**config.mk**
```make
export PLATFORM = sky130hd
export DESIGN_NAME = pulse_beat_detector_bpm_core
export DESIGN_NICKNAME = d
export VERILOG_FILES = /design/src/design/pbd_pkg.sv /design/src/design/pbd_div.sv /design/src/design/pulse_beat_detector_bpm_core.sv
export VERILOG_INCLUDE_DIRS = /design/src /design/src/design
export SDC_FILE = /design/constraint.sdc
export NUM_CORES = 1
export LEC_CHECK = 0
export BUFFER_PORTS_ARGS = -buffer_cell sky130_fd_sc_hd__buf_2
export CAP_MARGIN = 20
export CELL_PAD_IN_SITES_DETAIL_PLACEMENT = 0
export CELL_PAD_IN_SITES_GLOBAL_PLACEMENT = 1
export CORE_UTILIZATION = 30
export DETAILED_ROUTE_END_ITERATION = 10
export GPL_ROUTABILITY_DRIVEN = 0
export GPL_TIMING_DRIVEN = 0
export PLACE_DENSITY = 0.62
export SYNTH_ARGS = -nofsm -noshare
export SYNTH_HDL_FRONTEND = slang
export SYNTH_SLANG_ARGS = --single-unit
```
**constraint.sdc**
```tcl
create_clock -name clock -period 7.47 [get_ports clock]
set_input_delay 1.494 -clock clock [delete_from_list [all_inputs] [get_ports clock]]
set_output_delay 1.494 -clock clock [all_outputs]
set_load 0.02 [all_outputs]
```
**src/design/pulse_beat_detector_bpm_core_assert.svh**
```systemverilog
// ----------------------------------------------------------------------------
// pulse beat detector assertion macros
// shared property templates for the beat detector core
// ----------------------------------------------------------------------------
`ifndef PULSE_BEAT_DETECTOR_BPM_CORE_ASSERT_SVH
`define PULSE_BEAT_DETECTOR_BPM_CORE_ASSERT_SVH

// same-cycle implication, checked outside reset
`define PBD_ASSERT_NOW(lbl, clk, rst, ante, cons) \
   lbl: assert property (@(posedge clk) disable iff (rst) (ante) |-> (cons)) \
      else $error("pbd check failed");

// next-cycle implication, checked outside reset
`define PBD_ASSERT_NEXT(lbl, clk, rst, ante, cons) \
   lbl: assert property (@(posedge clk) disable iff (rst) (ante) |=> (cons)) \
      else $error("pbd check failed");

`endif

```
**src/design/pbd_pkg.sv**
```systemverilog
`timescale 1ns / 1ps
// ----------------------------------------------------------------------------
// pbd_pkg
// widths, constants and shared types of the pulse beat detector
// ----------------------------------------------------------------------------
package pbd_pkg;

   localparam int WINDOW   = 10;
   localparam int SAMPLE_W = 10;
   localparam int TIME_W   = 32;
   localparam int THR_W    = 11;
   localparam int BPM_W    = 8;
   localparam int TOTAL_W  = 16;
   localparam int AVG_W    = 10;
   localparam int SUM_W    = $clog2(WINDOW * 1023 + 1);
   localparam int POS_W    = $clog2(WINDOW);
   localparam int DIV_W    = 16;
   localparam int DVS_W    = 11;
   localparam int DCNT_W   = $clog2(DIV_W);
   localparam int REQ_W    = 48;
   localparam int RSP_W    = 40;

   // sum / WINDOW as a multiply by a rounded-up reciprocal and a shift,
   // exact for every sum that fits in SUM_W bits
   localparam int AVG_SHIFT  = SUM_W + POS_W;
   localparam int AVG_MUL    = (2 ** AVG_SHIFT + WINDOW - 1) / WINDOW;
   localparam int AVG_MUL_W  = SUM_W + 1;
   localparam int AVG_PROD_W = SUM_W + AVG_MUL_W;

   localparam logic [TIME_W-1:0]  REFRACT_MS = TIME_W'(300);
   localparam logic [TIME_W-1:0]  MAX_GAP_MS = TIME_W'(2000);
   localparam logic [DIV_W-1:0]   BPM_NUM    = DIV_W'(60000);
   localparam logic [THR_W-1:0]   BEAT_MARGIN   = THR_W'(20);
   localparam logic [THR_W-1:0]   STRONG_MARGIN = THR_W'(50);
   localparam logic [BPM_W-1:0]   BPM_LOW    = BPM_W'(40);
   localparam logic [BPM_W-1:0]   BPM_HIGH   = BPM_W'(180);
   localparam logic [THR_W-1:0]   THR_RESET  = THR_W'(512);

   // register index, taken from paddr bit 2
   localparam logic REG_THRESHOLD  = 1'b0;
   localparam logic REG_CALIBRATED = 1'b1;

   typedef struct packed {
      logic             start;
      logic [DIV_W-1:0] dividend;
      logic [DVS_W-1:0] divisor;
   } div_req_type;

endpackage

```
**src/design/pbd_div.sv**
```systemverilog
`timescale 1ns / 1ps
// ----------------------------------------------------------------------------
// pbd_div
// restoring divider, one quotient bit per cycle
// ----------------------------------------------------------------------------
module pbd_div (
   input  logic                      clock,
   input  logic                      reset,
   input  pbd_pkg::div_req_type      div_req,
   output logic                      div_done,
   output logic [pbd_pkg::DIV_W-1:0] div_quot
);
   import pbd_pkg::*;

   logic              busy_ff;
   logic              done_ff;
   logic [DCNT_W-1:0] cnt_ff;
   logic [DVS_W-1:0]  rem_ff;
   logic [DVS_W-1:0]  dvs_ff;
   logic [DIV_W-1:0]  quo_ff;

   logic [DVS_W:0]    rem_sh;
   logic [DVS_W:0]    diff;
   logic [DVS_W-1:0]  rem_in;
   logic              qbit;

   always_comb begin
      rem_sh = {rem_ff, quo_ff[DIV_W-1]};
      diff   = rem_sh - {1'b0, dvs_ff};
      qbit   = ~diff[DVS_W];
      rem_in = qbit ? diff[DVS_W-1:0] : rem_sh[DVS_W-1:0];
   end

   always_ff @(posedge clock) begin
      if (reset) begin
         busy_ff <= 1'b0;
         done_ff <= 1'b0;
         cnt_ff  <= '0;
      end else begin
         done_ff <= 1'b0;
         if (div_req.start) begin
            busy_ff <= 1'b1;
            cnt_ff  <= DCNT_W'(DIV_W - 1);
            rem_ff  <= '0;
            dvs_ff  <= div_req.divisor;
            quo_ff  <= div_req.dividend;
         end else if (busy_ff) begin
            rem_ff <= rem_in;
            quo_ff <= {quo_ff[DIV_W-2:0], qbit};
            cnt_ff <= cnt_ff - 1'b1;
            if (cnt_ff == '0) begin
               busy_ff <= 1'b0;
               done_ff <= 1'b1;
            end
         end
      end
   end

   assign div_done = done_ff;
   assign div_quot = quo_ff;

endmodule

```
**src/design/pulse_beat_detector_bpm_core.sv**
```systemverilog
`timescale 1ns / 1ps
// ----------------------------------------------------------------------------
// pulse_beat_detector_bpm_core
// moving-average threshold heartbeat detector with beats-per-minute estimate
// ----------------------------------------------------------------------------
// usage:
//   req channel carries one sensor sample and its millisecond timestamp per
//   request; rsp channel returns exactly one result per request, in order.
//   csr port holds the beat threshold (0x0) and the calibrated bit (0x4);
//   write them only while no request is in flight.
// sequencing:
//   one request at a time. the moving average comes from a reciprocal
//   multiply, and the beat decision follows the accept in a separate
//   decide state. when a new rate is computed the 16-bit serial divider
//   then runs for 60000/interval before the result is loaded into the
//   output register; the next request is taken once it has been loaded.
// reset:
//   clears the sample ring, running sum, peak and beat history, rate and
//   count at once; threshold returns to 512, calibrated to 0.
// stall:
//   a finished result waits in the output register; a new request is taken
//   meanwhile, and its result waits until the held one has left.
// ----------------------------------------------------------------------------
module pulse_beat_detector_bpm_core (
   input  logic                       clock,
   input  logic                       reset,
   // sample [9:0], time_ms [41:10], zero fill [47:42]
   input  logic [pbd_pkg::REQ_W-1:0]  req_tdata,
   input  logic                       req_tvalid,
   output logic                       req_tready,
   // beat [0], rate_bpm [8:1], beats_counted [24:9], moving_average [34:25],
   // reading_valid [35], strong_peak [36], zero fill [39:37]
   output logic [pbd_pkg::RSP_W-1:0]  rsp_tdata,
   output logic                       rsp_tvalid,
   input  logic                       rsp_tready,
   input  logic                       csr_psel,
   input  logic                       csr_penable,
   input  logic                       csr_pwrite,
   input  logic [2:0]                 csr_paddr,
   input  logic [31:0]                csr_pwdata,
   output logic [31:0]                csr_prdata,
   output logic                       csr_pready
);
   import pbd_pkg::*;

   typedef enum logic [2:0] {
      S_IDLE,
      S_DECIDE,
      S_BPM_RUN,
      S_BPM_WAIT,
      S_OUT
   } state_type;

   state_type          state_ff;

   logic [THR_W-1:0]   thr_ff;
   logic               calib_ff;

   logic [SAMPLE_W-1:0] ring_ff [WINDOW];
   logic [POS_W-1:0]   pos_ff;
   logic [SUM_W-1:0]   sum_ff;
   logic               peak_latched_ff;
   logic [TIME_W-1:0]  last_peak_ff;
   logic [TIME_W-1:0]  last_beat_ff;
   logic               beat_seen_ff;
   logic [BPM_W-1:0]   bpm_ff;
   logic [TOTAL_W-1:0] total_ff;

   logic [SAMPLE_W-1:0] sample_ff;
   logic [TIME_W-1:0]  time_ff;
   logic [AVG_W-1:0]   avg_ff;
   logic               beat_ff;
   logic               strong_ff;
   logic [DVS_W-1:0]   gap_ff;

   logic               rsp_valid_ff;
   logic [RSP_W-1:0]   rsp_data_ff;

   logic [SAMPLE_W-1:0] req_sample;
   logic [TIME_W-1:0]  req_time;
   logic               req_fire;
   logic [SUM_W-1:0]   sum_in;
   logic [POS_W-1:0]   pos_in;

   div_req_type        div_req;
   logic               div_done;
   logic [DIV_W-1:0]   div_quot;

   logic [AVG_PROD_W-1:0] avg_prod;
   logic [AVG_W-1:0]   avg_now;
   logic [THR_W-1:0]   s_ext;
   logic               above;
   logic [TIME_W-1:0]  peak_gap;
   logic [TIME_W-1:0]  beat_gap;
   logic               beat_now;
   logic               rearm;
   logic               bpm_go;
   logic               strong_now;
   logic               valid_now;
   logic               out_load;
   logic               csr_wr;

   assign req_sample = req_tdata[SAMPLE_W-1:0];
   assign req_time   = req_tdata[SAMPLE_W +: TIME_W];
   assign req_tready = (state_ff == S_IDLE);
   assign req_fire   = req_tvalid && req_tready;

   assign sum_in = sum_ff - SUM_W'(ring_ff[pos_ff]) + SUM_W'(req_sample);
   assign pos_in = (pos_ff == POS_W'(WINDOW - 1)) ? '0 : pos_ff + 1'b1;

   always_comb begin
      div_req.start    = (state_ff == S_BPM_RUN);
      div_req.dividend = BPM_NUM;
      div_req.divisor  = gap_ff;
   end

   pbd_div u_div (
      .clock    (clock),
      .reset    (reset),
      .div_req  (div_req),
      .div_done (div_done),
      .div_quot (div_quot)
   );

   // beat decision, evaluated once the running sum holds the new sample
   always_comb begin
      avg_prod   = AVG_PROD_W'(sum_ff) * AVG_PROD_W'(AVG_MUL);
      avg_now    = avg_prod[AVG_SHIFT +: AVG_W];
      s_ext      = THR_W'(sample_ff);
      above      = (s_ext > thr_ff) && (s_ext > THR_W'(avg_now) + BEAT_MARGIN);
      peak_gap   = time_ff - last_peak_ff;
      beat_gap   = time_ff - last_beat_ff;
      beat_now   = above && !peak_latched_ff && (peak_gap > REFRACT_MS);
      rearm      = !above && (sample_ff < avg_now);
      bpm_go     = beat_now && beat_seen_ff && calib_ff &&
                   (beat_gap > REFRACT_MS) && (beat_gap < MAX_GAP_MS);
      strong_now = (s_ext > thr_ff) && (s_ext > THR_W'(avg_now) + STRONG_MARGIN);
      valid_now  = (bpm_ff >= BPM_LOW) && (bpm_ff <= BPM_HIGH) && calib_ff;
      out_load   = (state_ff == S_OUT) && (!rsp_valid_ff || rsp_tready);
   end

   always_ff @(posedge clock) begin
      if (reset) begin
         state_ff        <= S_IDLE;
         pos_ff          <= '0;
         sum_ff          <= '0;
         peak_latched_ff <= 1'b0;
         last_peak_ff    <= '0;
         last_beat_ff    <= '0;
         beat_seen_ff    <= 1'b0;
         bpm_ff          <= '0;
         total_ff        <= '0;
         rsp_valid_ff    <= 1'b0;
         for (int i = 0; i < WINDOW; i++) begin
            ring_ff[i] <= '0;
         end
      end else begin
         if (rsp_valid_ff && rsp_tready && !out_load) begin
            rsp_valid_ff <= 1'b0;
         end
         unique case (state_ff)
            S_IDLE: begin
               if (req_fire) begin
                  ring_ff[pos_ff] <= req_sample;
                  sum_ff          <= sum_in;
                  pos_ff          <= pos_in;
                  sample_ff       <= req_sample;
                  time_ff         <= req_time;
                  state_ff        <= S_DECIDE;
               end
            end
            S_DECIDE: begin
               avg_ff    <= avg_now;
               beat_ff   <= beat_now;
               strong_ff <= strong_now;
               gap_ff    <= beat_gap[DVS_W-1:0];
               if (beat_now) begin
                  peak_latched_ff <= 1'b1;
                  last_peak_ff    <= time_ff;
                  last_beat_ff    <= time_ff;
                  beat_seen_ff    <= 1'b1;
               end else if (rearm) begin
                  peak_latched_ff <= 1'b0;
               end
               state_ff <= bpm_go ? S_BPM_RUN : S_OUT;
            end
            S_BPM_RUN: begin
               state_ff <= S_BPM_WAIT;
            end
            S_BPM_WAIT: begin
               if (div_done) begin
                  bpm_ff   <= div_quot[BPM_W-1:0];
                  total_ff <= total_ff + 1'b1;
                  state_ff <= S_OUT;
               end
            end
            S_OUT: begin
               if (out_load) begin
                  rsp_valid_ff <= 1'b1;
                  rsp_data_ff  <= {3'b000, strong_ff, valid_now, avg_ff,
                                   total_ff, bpm_ff, beat_ff};
                  state_ff     <= S_IDLE;
               end
            end
            default: begin
               state_ff <= S_IDLE;
            end
         endcase
      end
   end

   assign rsp_tvalid = rsp_valid_ff;
   assign rsp_tdata  = rsp_data_ff;

   // configuration registers
   assign csr_pready = 1'b1;
   assign csr_wr     = csr_psel && csr_penable && csr_pwrite && csr_pready;

   always_ff @(posedge clock) begin
      if (reset) begin
         thr_ff   <= THR_RESET;
         calib_ff <= 1'b0;
      end else if (csr_wr) begin
         unique case (csr_paddr[2])
            REG_THRESHOLD:  thr_ff   <= csr_pwdata[THR_W-1:0];
            REG_CALIBRATED: calib_ff <= csr_pwdata[0];
            default: begin
               thr_ff <= thr_ff;
            end
         endcase
      end
   end

   always_comb begin
      unique case (csr_paddr[2])
         REG_THRESHOLD:  csr_prdata = {{(32 - THR_W){1'b0}}, thr_ff};
         REG_CALIBRATED: csr_prdata = {31'd0, calib_ff};
         default:        csr_prdata = '0;
      endcase
   end

   `include "pulse_beat_detector_bpm_core_assert.svh"

   `PBD_ASSERT_NEXT(a_req_starts_work, clock, reset, req_fire, state_ff == S_DECIDE)
   `PBD_ASSERT_NOW(a_done_when_waiting, clock, reset, div_done, state_ff == S_BPM_WAIT)
   `PBD_ASSERT_NOW(a_count_from_divider, clock, reset, !$stable(total_ff),
                   $past(state_ff) == S_BPM_WAIT)
   `PBD_ASSERT_NOW(a_pos_in_window, clock, reset, 1'b1, pos_ff <= POS_W'(WINDOW - 1))

endmodule
```
==> results.tsv, run 1 <==
metric	value	unit
coreArea	76450	um2
final_cell_mix	edfxtp_1 (300), inv_1 (233), ha_1 (184)	
worstHoldPathCells	0	
drive_gt1_share	17.72	%
clock_sinks	402	
start_kind	flop	
dieHeight	281.0	um
dr.pass1.iters	6	
cp_data_arrival_time	8.16	ns
worst_pin_slew	1.156	ns
hold_class	reg -> reg	
dr.first_iter.drc_count	960	
dp_hpwl	43340	um
end_kind	flop	
status	finished with violations	
dp_cells	3206	
grt_pass1_vias	15950	
holdBufCountCts	0	
skew	0.01899	ns
clockBufferDepth	3	
max-cap-violations	0	
post-route-util	36.12	%
drc	0	
yosysSeqAreaShare	47.31	%
grt_overflow	0	
irDropWorstVdd	0.5556	mV
diodes	0	
dieWidth	281.0	um
grt_pass1_wl	90110	um
slowest_stage	fa_2	
ys.flop_type	edfxtp_1	
fin_cells	3315	
power_density	457.3	nW/um2
synth_top_area_share	38.56	%
finalSetupViolCount	34	
final.setup.worst_slack	-0.1820	ns
violations	negative setup slack	
antenna_left	0	
rr_worst_depth	28	
area_growth	18.21	%
start_util	30.55	%
slew_headroom	21.86	%
synth_edf_count	300	
rsz0062_at_grt	true	
post-place-ws	-1.054	ns
synthCells	2037	
drv_slew	0	
die_area	78990	um2
min_to	u_div.dvs_ff[3]	
cts_max_level	2	
period_share	102.4	%
syn_avg_cell_area	11.47	um2
layout_min_cycle_time	7.652	ns
path_clk_slew	0.06	ns
static-leakage-power	10.87	nW
clk_latency	0.59	ns
ys_seq_elements	402	
synth_area	23360	um2
ys_top_cells_by_area	edfxtp_1 (39%), ha_1 (10%), dfxtp_1 (8.7%)	
grt_util_all_layers	14.77	%
grt_max_degree	33	
r2r_slack	-0.18	ns
row_count	101	
yosysWarningCount	0	
routed_wl	57620	um
synth.distinct_cells	89	
worstSetupPathType	reg -> reg	
drt-vias-per-instance	4.645	
max_freq	0.1307	GHz
critPathLaunch	sum_ff[11]	
whs	0.4179	ns
hp-start	gap_ff[3]	
critPathMaxStageDelay	0.57	ns
r2r_end	state_ff[1]	
hold_viol	0	
synth_area_leader_cell	edfxtp_1	
cts_tree	yes	
fin_nets	2606	
async_flop_share	0	%
pin_count	165	
reg2reg_from	sum_ff[11]	
cts_root_buffer	clkbuf_16	
layout_commonest_cell	edfxtp_1	
cts-buffers-inserted	47	
port_buffers	110	
vias	15400	
required	7.97	ns
wl_per_cell	17.38	um
grt_antenna_before_repair	1	
crit_fanout	6	
## sequential cells by signal, indices dropped and copies added (netlist names), 3 cells and up, named ones only
name            cells
total_ff           16
u_div.rem_ff       11
gap_ff             11
sum_ff             14
u_div.cnt_ff        4
u_div.dvs_ff       11
last_beat_ff       32
bpm_ff              8
ring_ff           160
avg_ff             10
pos_ff              4
thr_ff             11
sample_ff          10
time_ff            32
u_div.div_quot     16
state_ff            3
rsp_tdata          37
## critical path: cells and delay by family, from the launching register on
kind	cells	cell delay, ns
xor gates and xnor gates	1	0.14
AOI/OAI and AO/OA	8	1.64
and+or+nand+nor	7	1.32
DFF	1	0.35
adders and majority gates	8	3.70
buffers and inverters	4	0.43
## area by class of cell
cell class,count,area [um2]
Fill cell,7555,48840
Multi-Input combinational cell,1321,11310
Sequential cell,402,11070
Clock buffer,63,1340
Tap cell,1030,1289
Inverter,243,919.6
Timing Repair Buffer,141,884.6
Buffer,94,526.8
Clock inverter,21,271.5
## per-stage QoR
step	total power [mW]	area, um2	TNS, ns
after global routing	13.94	27610	-15.29
after global placement	9.196	25290	-37.78
after CTS	12.49	27350	-7.826
final	12.63	27610	-4.670
after floorplan	7.662	23450	0
after detailed placement	9.254	25390	-36.81
## how the worst max path moves through the flow
| stage | endpoint | slack, ns | depth (start not counted) |
|---|---|---|---|
| floorplan | last_beat_ff[10] | 0.07 | 34 |
| global placement | last_beat_ff[20] | -1.06 | 34 |
| detailed placement | last_beat_ff[8] | -1.05 | 34 |
| CTS | last_beat_ff[13] | -0.29 | 29 |
| global route | last_beat_ff[13] | -0.47 | 29 |
| finish | state_ff[1] | -0.18 | 28 |
## logic make-up (layout without fill, tap and decap cells)
logic type,Yosys count,after routing,synth area share [%]
fa+ha+maj,266,266,16.56
buf+inv,337,562,6.117
mux,86,86,6.374
xor+xnor,83,83,3.176
other cells,2,25,0.03215
flops,402,402,47.31
simple gates,572,572,12.19
compound gates,289,289,8.243
## repair_timing
| item | in CTS | in global routing |
|---|---|---|
| gates resized for setup | 61 | 27 |
| cloned | 1 | 2 |
| hold endpoints to repair | 0 | 0 |
| setup endpoints to repair | 38 | 38 |
| buffers inserted | 12 | 10 |
| pin swaps | 20 | 17 |
## synth_stat cells, drive strengths merged (21+ instances only)
| library cell | count |
|---|---|
| mux4 | 50 |
| nor2 | 171 |
| edfxtp | 300 |
| buf | 39 |
| nor2b | 24 |
| and2 | 21 |
| fa | 72 |
| a21oi | 98 |
| a21o | 33 |
| xor2 | 32 |
| nand2 | 138 |
| nand3 | 30 |
| ha | 194 |
| xnor2 | 51 |
| nand2b | 95 |
| dfxtp | 102 |
| mux2i | 34 |
| inv | 243 |
| nor3 | 22 |
| o21ai | 57 |
| clkbuf | 55 |
## metal layers
layer | global-route usage [%] | part of all wire, % | vias up
met2 | 23.79 | 45 | 345
met3 | 2.735 | 6.3 | 77
li1 | - | - | 7473
met5 | 0 | 0.023 | -
met4 | 3.783 | 2.2 | 2
met1 | 20.31 | 46 | 7500
## where the power goes
group          switching [mW]  total [mW]  leakage [nW]  internal, mW
clock network           0.956        2.40         0.772          1.44
logic                    4.23        7.56          6.39          3.34
registers              0.0929        2.67          3.71          2.58
(Power assumes the default switching activity.)
==> run 2, diff against run 1 <==
CORE_UTILIZATION = 45   (was 30)
PLACE_DENSITY = 0.84   (was 0.62)
==> run 2 against run 1 <==
  * Design area fell by 2.7%
  * The run ends with design-rule violations, negative setup slack left
  * Global-route usage rose by 5.7 points
  * Highest routed layer is now met4
  * Clock-buffer cell count fell by 7
==> results.tsv, run 2 (synthesized netlist as in run 1, its figures left out) <==
metric	value	unit	change
status	finished with violations		unchanged
violations	design-rule violations, negative setup slack		was negative setup slack
start_kind	flop		unchanged
grt_pass1_vias	15820		was 15950
cts_tree	yes		unchanged
skew	0.02861	ns	was 0.01899 ns
layout_commonest_cell	edfxtp_1		unchanged
wl_per_cell	18.05	um	was 17.38 um
port_buffers	110		unchanged
largest_reg_flops	160		unchanged
rsz0062_at_grt	true		unchanged
end_kind	flop		unchanged
critPathMaxStageDelay	0.54	ns	was 0.57 ns
post-route-util	52.38	%	was 36.12%
dr.pass1.iters	8		was 6
dr.first_iter.drc_count	1079		was 960
pin_count	165		unchanged
top_register	ring_ff		unchanged
grt_overflow	0		unchanged
irDropWorstVdd	0.3920	mV	was 0.5556 mV
clockBufferDepth	3		unchanged
coreArea	51300	um2	was 76450 um2
area_growth	15.03	%	was 18.21%
p_int	7.154	mW	was 7.353 mW
regArea	11080	um2	was 11070 um2
final_cell_mix	edfxtp_1 (300), inv_1 (231), ha_1 (185)		was edfxtp_1 (300), inv_1 (233), ha_1 (184)
cts_root_buffer	clkbuf_16		unchanged
die_area	52830	um2	was 78990 um2
whs	0.4163	ns	was 0.4179 ns
fillCellCount	4437		was 7555
p_sw	5.212	mW	was 5.275 mW
multi_input_comb_area	11290	um2	was 11310 um2
dieHeight	229.8	um	was 281.0 um
drive_gt1_share	17.30	%	was 17.72%
vias	15610		was 15400
fin_nets	2600		was 2606
routed_wl	53480	um	was 57620 um
layout_min_cycle_time	7.604	ns	was 7.652 ns
required	7.95	ns	was 7.97 ns
drv_slew	0		unchanged
setup_tns	-3.049	ns	was -4.670 ns
finalSetupViolCount	34		unchanged
cts-buffers-inserted	42		was 47
worst_pin_slew	1.089	ns	was 1.156 ns
dieWidth	229.8	um	was 281.0 um
p_comb_share	62.1	%	was 59.9%
hold_class	reg -> reg		unchanged
period_share	101.8	%	was 102.4%
grt_util_all_layers	20.51	%	was 14.77%
power_density	460.2	nW/um2	was 457.3 nW/um2
max_freq	0.1315	GHz	was 0.1307 GHz
netSwitchingFraction	42.15	%	was 41.77%
path_common_cell	fa_1		
max-cap-violations	0		unchanged
pwr-share-seq	21.6	%	was 21.1%
slowest_stage	fa_1		was fa_2
path_clk_slew	0.06	ns	about the same
final.setup.worst_slack	-0.1337	ns	was -0.1820 ns
power	12.37	mW	was 12.63 mW
grt_antenna_before_repair	3		was 1
crit_fanout	8		was 6
static-leakage-power	10.72	nW	was 10.87 nW
cp_data_arrival_time	8.08	ns	was 8.16 ns
drc	4		was 0
drt-vias-per-instance	5.268		was 4.645
grt_pass1_wl	84770	um	was 90110 um
hold_viol	0		unchanged
clockPowerShare	16.3	%	was 19.0%
antenna_left	0		unchanged
dp_hpwl	40050	um	was 43340 um
cts_max_level	2		unchanged
clock_sinks	402		unchanged
grt_max_degree	34		was 33
clk_latency	0.58	ns	was 0.59 ns
row_count	83		was 101
slew_headroom	27.13	%	was 21.86%
worstSetupPathType	reg -> reg		unchanged
start_util	45.53	%	was 30.55%
[run 2: cell types whose count changed in the layout (fill, tap and decap cells not counted), moves of 3 or more]
cell,previous run,this run
bufinv_16,5,2
clkbuf_1,62,66
clkbuf_16,52,43
clkbuf_8,4,1
dfxtp_4,4,7
diode_2,0,5
[run 2: timing repair]
action,in CTS,in global routing
setup endpoints to repair,38,38
pin swaps,36,28
hold buffers,0,0
gates cloned,2,1
resized for setup,61,31
setup buffers,17,6
[run 2: power by group through the flow]
stage	Combinational (mW)	Clock, mW	Sequential [mW]
6_report	7.68	2.01	2.67
5_1_grt	8.73	2.14	2.69
4_1_cts	7.16	2.05	2.67
3_5_place_dp	6.41	0	2.71
3_3_place_gp	6.29	0	2.70
2_1_floorplan	4.98	0	2.68
[run 2: metrics by stage]
step | setup WS, ns | cells | cell area (um2)
detailed placement | -1.073 | 2855 | 24940
global route | -0.4339 | 2961 | 26870
CTS | -0.2753 | 2952 | 26690
finish | -0.1337 | 2963 | 26870
global placement | -0.9883 | 2850 | 24860
floorplan | 0.07058 | 2060 | 23450
[run 2: final timing paths]
check	startpoint	endpoint	slack, ns	cells after the start
max reg2reg	sum_ff[12]	last_beat_ff[19]	-0.13	31
max	sum_ff[12]	last_beat_ff[19]	-0.13	31
min reg2reg	gap_ff[8]	u_div.dvs_ff[8]	0.42	0
min	gap_ff[8]	u_div.dvs_ff[8]	0.42	0
[run 2: layout make-up]
cell class,instances,share of cell area [%]
timing repair buffer,140,3.264
multi-input combinational,1321,42.03
clock inverter,22,0.7310
antenna,5,0.04656
inverter,243,3.413
buffer,94,1.960
tap,680,3.166
sequential,402,41.24
clock buffer,56,4.144
[run 2: per-layer routing]
layer,global-route usage (%),vias to the layer above,share of wire [%]
met1,27.60,7548,44
met4,7.906,0,3.0
li1,-,7475,-
met2,31.94,500,45
met5,0,-,0
met3,4.948,87,7.8
[run 2: critical path: cells and delay by family, from the launching register on]
family	cells	cell delay [ns]
AO/OA/AOI/OAI	7	1.33
multiplexers	1	0.20
adder cells (fa/ha/maj)	8	3.49
flip-flops	1	0.37
AND/OR/NAND/NOR	7	1.27
XOR/XNOR	2	0.32
buffers and inverters	6	0.50
